`config.mk`:
```
export PLATFORM = sky130hd
export DESIGN_NAME = idle_counter_load_meter_top
export DESIGN_NICKNAME = d
export VERILOG_FILES = /design/src/hw/rtl/iclm_pkg.sv /design/src/hw/rtl/idle_counter_load_meter_top.sv
export VERILOG_INCLUDE_DIRS = /design/src /design/src/hw/rtl
export SDC_FILE = /design/constraint.sdc
export NUM_CORES = 2
export LEC_CHECK = 0
export ABC_AREA = 1
export BUFFER_PORTS_ARGS = -buffer_cell sky130_fd_sc_hd__buf_2
export CAP_MARGIN = 10
export CORE_ASPECT_RATIO = 1.4
export CORE_UTILIZATION = 50
export CTS_CLUSTER_DIAMETER = 120
export CTS_CLUSTER_SIZE = 28
export DETAILED_ROUTE_END_ITERATION = 8
export MAX_ROUTING_LAYER = met4
export PLACE_DENSITY = 0.71
export SETUP_SLACK_MARGIN = 0.2
export SLEW_MARGIN = 5
export SYNTH_ARGS = -nofsm -noshare
export SYNTH_HDL_FRONTEND = slang
export SYNTH_SLANG_ARGS = --single-unit
```
`constraint.sdc`:
```
create_clock -name clk -period 14.2 [get_ports clk]
set_input_delay 3.55 -clock clk [delete_from_list [all_inputs] [get_ports clk]]
set_output_delay 3.55 -clock clk [all_outputs]
set_load 0.1 [all_outputs]
```
`src/hw/rtl/assert_macros.svh`:
```
// Assertion helpers used by the RTL of the load meter.
`ifndef ASSERT_MACROS_SVH
`define ASSERT_MACROS_SVH

// Clocked check, switched off while reset is held
`define ICLM_ASSERT(lbl, prop, msg) \
  lbl: assert property (@(posedge clk) disable iff (!rst_n) (prop)) else $error(msg);

// Clocked check that also holds across reset
`define ICLM_ASSERT_ALWAYS(lbl, prop, msg) \
  lbl: assert property (@(posedge clk) (prop)) else $error(msg);

`endif

```
`src/hw/rtl/iclm_pkg.sv`:
```
`timescale 1ns / 1ps
`default_nettype none

package iclm_pkg;

  // Widths of the sample path and of the running sum
  localparam int SAMPLE_W = 16;
  localparam int SUM_W    = 40;
  // Dividend widths: rounded average (sum plus half count) and mapping
  localparam int AVGN_W   = SUM_W + 1;
  localparam int MAPN_W   = 2 * SAMPLE_W + 1;

  // Configuration register indexes
  localparam logic [1:0] REG_EXP_COUNT  = 2'd0;
  localparam logic [1:0] REG_FULL_SCALE = 2'd1;

  // Reset values
  localparam logic [SAMPLE_W-1:0] EXP_COUNT_RST  = 16'hFFFF;
  localparam logic [SAMPLE_W-1:0] FULL_SCALE_RST = 16'd1250;
  localparam logic [SAMPLE_W-1:0] DELTA_MIN_RST  = 16'hFFFF;

  typedef logic [SAMPLE_W-1:0] sample_t;
  typedef logic [SUM_W-1:0]    sum_t;

  // Result payload, first field in the highest bits
  typedef struct packed {
    sample_t max_load;
    sample_t avg_load;
    sample_t min_load;
  } result_t;

endpackage

`default_nettype wire

```
`src/hw/rtl/idle_counter_load_meter_top.sv`:
```
`timescale 1ns / 1ps
`default_nettype none

// Processor load meter fed from a free-running 16-bit idle counter, one
// instance per core. A tick transfer (in_tuser low) carries the counter
// reading; the wrapped delta from the previous reading updates the minimum,
// maximum, saturating sum and saturating count, so ticks are taken back to
// back when idle. A query transfer (in_tuser high) computes the rounded
// average delta and maps maximum, average and minimum onto full scale,
// reporting full_scale minus each mapped value as min, avg and max load, then
// clears the statistics. All four divisions run on one shared restoring
// divider that retires one quotient bit per cycle; a query holds in_tready low
// until its result is loaded, after any wait for the previous result to be
// taken. With no tick since the last query the average is zero and out_tuser
// set. The result stays in an output register while new ticks are taken.
// Configuration writes are accepted in every cycle; index 0 is the expected
// full count per tick, index 1 the full scale, other indexes are ignored.
module idle_counter_load_meter_top
  import iclm_pkg::*;
#(
  parameter int COUNT_BITS = 24
) (
  input  wire logic        clk,
  input  wire logic        rst_n,
  // Input stream
  input  wire logic        in_tvalid,
  output logic             in_tready,
  input  wire logic [15:0] in_tdata,   // [15:0] counter_reading
  input  wire logic        in_tuser,   // [0] req_type
  // Result stream
  output logic             out_tvalid,
  input  wire logic        out_tready,
  output logic [47:0]      out_tdata,  // [15:0] min_load, [31:16] avg_load, [47:32] max_load
  output logic             out_tuser,  // [0] no_samples
  // Configuration writes
  input  wire logic        cfg_valid,
  output logic             cfg_ready,
  input  wire logic [1:0]  cfg_index,
  input  wire logic [15:0] cfg_data
);

  localparam int DIV_W  = (COUNT_BITS > SAMPLE_W) ? COUNT_BITS : SAMPLE_W;
  localparam int STEP_W = $clog2(AVGN_W + 1);

  localparam logic [2:0] S_IDLE = 3'd0;
  localparam logic [2:0] S_AVG  = 3'd1;
  localparam logic [2:0] S_AVGW = 3'd2;
  localparam logic [2:0] S_MUL  = 3'd3;
  localparam logic [2:0] S_MAP  = 3'd4;
  localparam logic [2:0] S_MAPW = 3'd5;
  localparam logic [2:0] S_OUT  = 3'd6;

  localparam logic [1:0] IDX_AVG = 2'd0;
  localparam logic [1:0] IDX_MAX = 2'd1;
  localparam logic [1:0] IDX_MIN = 2'd2;

  // Configuration
  sample_t exp_r, fs_r;
  // Statistics
  sample_t prev_r, min_r, max_r;
  sum_t    sum_r;
  logic [COUNT_BITS-1:0] cnt_r;
  // Sequencer and divider
  logic [2:0]        state_r, state_nxt;
  logic [1:0]        idx_r;
  logic [STEP_W-1:0] step_r;
  logic [AVGN_W-1:0] num_r, num_nxt;
  logic [DIV_W-1:0]  div_r, rem_nxt;
  logic [DIV_W-1:0]  rem_r;
  logic              sat_r, none_r;
  sample_t           avg_r;
  result_t           res_r;
  // Output register
  logic              out_valid_r;
  result_t           out_data_r;
  logic              out_none_r;

  logic    in_xfer, tick, query, out_load, div_last;
  sample_t delta, v_sel, map_val, load_val;
  logic [SUM_W:0]        sum_add;
  logic [DIV_W:0]        rem_sh;
  logic                  rem_ge;
  logic [2*SAMPLE_W-1:0] prod;
  logic [MAPN_W-1:0]     map_num;
  logic [AVGN_W-1:0]     avg_num;

  assign cfg_ready  = 1'b1;
  assign in_tready  = (state_r == S_IDLE);
  assign in_xfer    = in_tvalid && in_tready;
  assign tick       = in_xfer && !in_tuser;
  assign query      = in_xfer && in_tuser;
  assign out_load   = (state_r == S_OUT) && (!out_valid_r || out_tready);
  assign div_last   = (step_r == STEP_W'(1));

  assign out_tvalid = out_valid_r;
  assign out_tdata  = {out_data_r.max_load, out_data_r.avg_load, out_data_r.min_load};
  assign out_tuser  = out_none_r;

  // Tick datapath: wrapped delta and saturating sum
  assign delta   = in_tdata - prev_r;
  assign sum_add = {1'b0, sum_r} + {{(SUM_W + 1 - SAMPLE_W){1'b0}}, delta};
  // Rounded-average dividend
  assign avg_num = {1'b0, sum_r} + {{(AVGN_W - COUNT_BITS + 1){1'b0}},
                                    cnt_r[COUNT_BITS-1:1]};

  // Restoring divider step: one quotient bit per cycle
  assign rem_sh  = {rem_r, num_r[AVGN_W-1]};
  assign rem_ge  = (rem_sh >= {1'b0, div_r});
  assign rem_nxt = rem_ge ? rem_sh[DIV_W-1:0] - div_r : rem_sh[DIV_W-1:0];
  assign num_nxt = {num_r[AVGN_W-2:0], rem_ge};

  // Mapping dividend: v * full_scale + expected / 2
  always_comb begin
    case (idx_r)
      IDX_AVG: v_sel = avg_r;
      IDX_MAX: v_sel = max_r;
      IDX_MIN: v_sel = min_r;
      default: v_sel = avg_r;
    endcase
  end
  assign prod    = v_sel * fs_r;
  assign map_num = {1'b0, prod} + {{(MAPN_W - SAMPLE_W + 1){1'b0}}, exp_r[SAMPLE_W-1:1]};

  // Below the expected count the rounded quotient never exceeds full scale
  assign map_val  = sat_r ? fs_r : num_r[SAMPLE_W-1:0];
  assign load_val = fs_r - map_val;

  // Sequencer
  always_comb begin
    state_nxt = state_r;
    case (state_r)
      S_IDLE: if (query) state_nxt = (cnt_r == '0) ? S_MUL : S_AVG;
      S_AVG:  if (div_last) state_nxt = S_AVGW;
      S_AVGW: state_nxt = S_MUL;
      S_MUL:  state_nxt = S_MAP;
      S_MAP:  if (div_last) state_nxt = S_MAPW;
      S_MAPW: state_nxt = (idx_r == IDX_MIN) ? S_OUT : S_MUL;
      S_OUT:  if (out_load) state_nxt = S_IDLE;
      default: state_nxt = S_IDLE;
    endcase
  end

  always_ff @(posedge clk) begin
    if (!rst_n) begin
      state_r <= S_IDLE;
      idx_r   <= IDX_AVG;
    end else begin
      state_r <= state_nxt;
      if (query || state_r == S_OUT) begin
        idx_r <= IDX_AVG;
      end else if (state_r == S_MAPW && idx_r != IDX_MIN) begin
        idx_r <= idx_r + 2'd1;
      end
    end
  end

  // Configuration registers
  always_ff @(posedge clk) begin
    if (!rst_n) begin
      exp_r <= EXP_COUNT_RST;
      fs_r  <= FULL_SCALE_RST;
    end else if (cfg_valid && cfg_ready) begin
      case (cfg_index)
        REG_EXP_COUNT:  exp_r <= cfg_data;
        REG_FULL_SCALE: fs_r  <= cfg_data;
        default: ;
      endcase
    end
  end

  // Statistics: update on tick, clear when the result is loaded
  always_ff @(posedge clk) begin
    if (!rst_n) begin
      prev_r <= '0;
      min_r  <= DELTA_MIN_RST;
      max_r  <= '0;
      sum_r  <= '0;
      cnt_r  <= '0;
    end else if (tick) begin
      prev_r <= in_tdata;
      if (delta < min_r) min_r <= delta;
      if (delta > max_r) max_r <= delta;
      sum_r <= sum_add[SUM_W] ? '1 : sum_add[SUM_W-1:0];
      if (cnt_r != '1) cnt_r <= cnt_r + 1'b1;
    end else if (out_load) begin
      min_r <= DELTA_MIN_RST;
      max_r <= '0;
      sum_r <= '0;
      cnt_r <= '0;
    end
  end

  // Divider operands and per-query results
  always_ff @(posedge clk) begin
    case (state_r)
      S_IDLE: begin
        num_r  <= avg_num;
        div_r  <= DIV_W'(cnt_r);
        rem_r  <= '0;
        step_r <= STEP_W'(AVGN_W);
        avg_r  <= '0;
        none_r <= (cnt_r == '0);
      end
      S_AVG, S_MAP: begin
        num_r  <= num_nxt;
        rem_r  <= rem_nxt;
        step_r <= step_r - 1'b1;
      end
      S_AVGW: begin
        avg_r <= (|num_r[AVGN_W-1:SAMPLE_W]) ? '1 : num_r[SAMPLE_W-1:0];
      end
      S_MUL: begin
        num_r  <= {map_num, {(AVGN_W - MAPN_W){1'b0}}};
        div_r  <= DIV_W'(exp_r);
        rem_r  <= '0;
        step_r <= STEP_W'(MAPN_W);
        sat_r  <= (exp_r == '0) || (v_sel >= exp_r);
      end
      S_MAPW: begin
        case (idx_r)
          IDX_AVG: res_r.avg_load <= load_val;
          IDX_MAX: res_r.min_load <= load_val;
          IDX_MIN: res_r.max_load <= load_val;
          default: ;
        endcase
      end
      default: ;
    endcase
  end

  // Output register
  always_ff @(posedge clk) begin
    if (!rst_n) begin
      out_valid_r <= 1'b0;
    end else if (out_load) begin
      out_valid_r <= 1'b1;
    end else if (out_tready) begin
      out_valid_r <= 1'b0;
    end
  end

  always_ff @(posedge clk) begin
    if (out_load) begin
      out_data_r <= res_r;
      out_none_r <= none_r;
    end
  end

  // Checks
  `include "assert_macros.svh"

  `ICLM_ASSERT(a_result_from_seq,
    $rose(out_valid_r) |-> $past(state_r == S_OUT),
    "result appeared without a finished query")
  `ICLM_ASSERT(a_stats_cleared,
    out_load |=> (cnt_r == '0 && max_r == '0 && min_r == DELTA_MIN_RST && sum_r == '0),
    "statistics not cleared after a query")
  `ICLM_ASSERT(a_map_in_range,
    (state_r == S_MAPW && !sat_r) |-> (num_r[MAPN_W-1:0] <= {{(MAPN_W - SAMPLE_W){1'b0}}, fs_r}),
    "mapped value exceeds full scale")
  `ICLM_ASSERT(a_count_saturates,
    (tick && cnt_r == '1) |=> (cnt_r == '1),
    "sample count wrapped")
  `ICLM_ASSERT_ALWAYS(a_reset_idle,
    !rst_n |=> (state_r == S_IDLE && !out_valid_r),
    "reset did not return the sequencer to idle")

endmodule

`default_nettype wire
```
==> results.md <==
* Outcome: complete, no violations
* FP Rows at between 100 and 150
* CP Capture Type: flop
* Slowest Stage Delay on Critical Path at 0.91 ns
* Ys flop type: edfxtp_1
* Wirelength per Cell at 20.0 µm
* Register area share after synthesis at 0.295
* M1 GR Usage at 0.365
* Place WS at between 6 and 7 ns
* Total CTS buffers at 17
* Max-cap violations at 0
* I/O Pins at approximately 90
* Area growth, synth to finish at 5.61%
* Routed Wire Length at 102 mm
* Worst Path Arrival at between 8 and 9 ns
* Post-route ant nets at 0
* Finished Layout Cells at a little over 5000
* Min-Delay Path Class: flop to flop
* Root buf cell: clkbuf_16
* Clk Latency, worst-skew pair at about 0.57 ns
* Die height at 299 µm
* First-pass GRT wire length at between 150 and 200 mm
* Achievable Freq at about 0.12 GHz
* Vias in the first global route at between 20000 and 30000
* M2 GR Usage at 0.569
* CTS Hold Buffers Added at 0
* Family with the most delay on the worst path: adder cells
* Number of synthesized register bits at between 300 and 400
* Vias per cell at 5.55
* PostCTS Resize Cnt at 0
* Hpwl dp at about 82 mm
* Cell taking the most area after synthesis: edfxtp_1
* Synth Cell Area at 31600 µm²
* CP max FO at 33
* TritonCTS Sinks at 360
* Vias at 28100
* FF-to-FF End: num_r[36]
* Clock buffer depth at 3
* Core area at ~62000 µm²
* Gate Count Post-Synth at 4199
* DRT iter0 DRCs at about 2100
* Layout cells sized above 1 at 0.0446
* Setup crit start kind: flop
* Pin count of the biggest net entering global routing at 76
* Ranking of synthesized cells by area: edfxtp_1, fa_1, nand2_1
* Ys async rst share at 0
* Post-synth top area share at 0.200
* Dpl cells at 5032
* Mapped Avg Cell Area at approximately 7.5 µm²
* Nets@finish at 4739
* Setup TNS at 0 ns
* Clk slew on worst S/H paths at about 0.12 ns
* GP Congestion at between 1 and 1.5
* RR Startpoint: idx_r[0]
* Min-Delay Path Depth at 0
* Grt total ovfl at 0
* Final Skew at roughly 0.021 ns
* Worst Path Required at between 10 and 15 ns
* Residual DRC at 0
* Initial antenna violation count at 0
* Initial Util at 0.508
* Unique masters post-synth at 51
* R2R cell count at 26
* Final setup viols at 0
* R2r setup slk at between 6 and 7 ns
* Relative slew slack at 0.207
* Worst slew pin tran at ~1.2 ns
* GRT busiest layer: met2
* Final Hold Viols at 0
* Fin crit period at a little over 8 ns
* Min-delay src: res_r[9]
* Max-slew violations at 0
* Met3 Use GR at 0.0338
* Pre-antenna DRT Iters at 6
* Post-CTS setup buffers at 0
* CTS tree: built
* Buffers added on ports at 90
* CP Buf/Inv Count at 6
* Crit path kind: flop to flop
* Final period util at 0.568
* Final setup margin at between 6 and 7 ns
* Chip Width at 214 µm
* Worst path slowest cell: ha_1
* Syn_nets at between 4000 and 5000
* WHS Endpoint: out_tdata[9]
* YS warnings at 0
* RSZ-0062 raised after global routing: false
* GRT Util Overall at 0.332
* Fillers at between 6000 and 7000
* CTS H-tree lvls at 1
* Die Area at approximately 64000 µm²
* EDFF count, synth at 210
cell usage after synthesis, drive strengths merged, types with 7 or more instances:
library cell,number
inv,716
nand2,1075
o21bai,10
or2,25
a22oi,8
a21o,9
xnor2,28
nor2,418
nor4,15
xor2,34
ha,258
o21ai,179
edfxtp,210
a21boi,7
nand3b,14
o221ai,19
nand3,267
buf,22
o211ai,32
nand4,42
fa,215
nor3,52
dfxtp,150
clkbuf,82
a21oi,275
registers in the layout (all words and copies together) (netlist names), 24 cells and up:
signal     flops
sum_r         40
num_r         41
rem_r         24
div_r         24
res_r         48
out_tdata     48
cnt_r         24
metrics by stage:
step	area, µm²	hold WS (ns)	util
detailed placement	32800	0.405	0.528
CTS	33300	0.425	0.536
global route	33300	0.434	0.536
finish	33300	0.429	0.536
global placement	32800	0.400	0.528
floorplan	31600	0.400	-
cells in the final DEF, fill, tap and decap left out, types with 10 or more instances in the layout:
master | synthesis | final
nand2_1 | 1069 | 1068
inv_1 | 709 | 708
nor2_1 | 415 | 412
a21oi_1 | 274 | 274
nand3_1 | 266 | 266
ha_1 | 258 | 258
fa_1 | 215 | 215
edfxtp_1 | 210 | 210
o21ai_0 | 175 | 174
dfxtp_1 | 150 | 150
buf_2 | 8 | 90
nor3_1 | 49 | 49
nand4_1 | 40 | 40
xor2_1 | 34 | 34
o211ai_1 | 32 | 32
xnor2_1 | 28 | 28
or2_2 | 25 | 25
buf_4 | 3 | 22
o221ai_1 | 19 | 19
clkbuf_16 | 0 | 17
nor4_1 | 15 | 15
nand3b_1 | 14 | 14
o21bai_1 | 10 | 10
how the worst max path moves through the flow:
stage | from | to | slack [ns] | cells after the start
CTS | idx_r[0] | num_r[24] | 6.30 | 23
detailed placement | idx_r[0] | num_r[33] | 6.37 | 27
floorplan | out_tready | sum_r[12] | 7.49 | 10
global route | idx_r[0] | num_r[30] | 5.73 | 25
global placement | idx_r[0] | num_r[33] | 6.38 | 27
finish | idx_r[0] | num_r[36] | 6.13 | 26
metal layers:
metal / vias up / share of wire
met2: 1018 / 0.49
met5: - / 0
met1: 13200 / 0.37
li1: 13500 / -
met3: 325 / 0.057
met4: 0 / 0.080
cell families (layout without fill, tap and decap cells):
logic type      count (synthesis)  count (layout)  share of synthesized area
simple gates                 1916            1916                      0.251
buf+inv                       824             862                     0.0993
compound gates                563             563                     0.0987
fa+ha+maj                     473             473                      0.239
flops                         360             360                      0.295
xor+xnor                       62              62                     0.0172
other cells                     1               2                   0.000119
layout make-up:
cell class                      count  area, µm²  area share
Antenna cell                        1       2.50   0.0000750
Clock buffer                       25        455      0.0137
Clock inverter                      5       73.8     0.00221
Inverter                          720       2700      0.0810
Multi-Input combinational cell   3015      19200       0.574
Sequential cell                   360       9310       0.279
Tap cell                          825       1030      0.0310
Timing Repair Buffer              112        616      0.0185
Power is not shown: default switching activity piles up to over one toggle a cycle in this logic, so the estimate is an artifact.
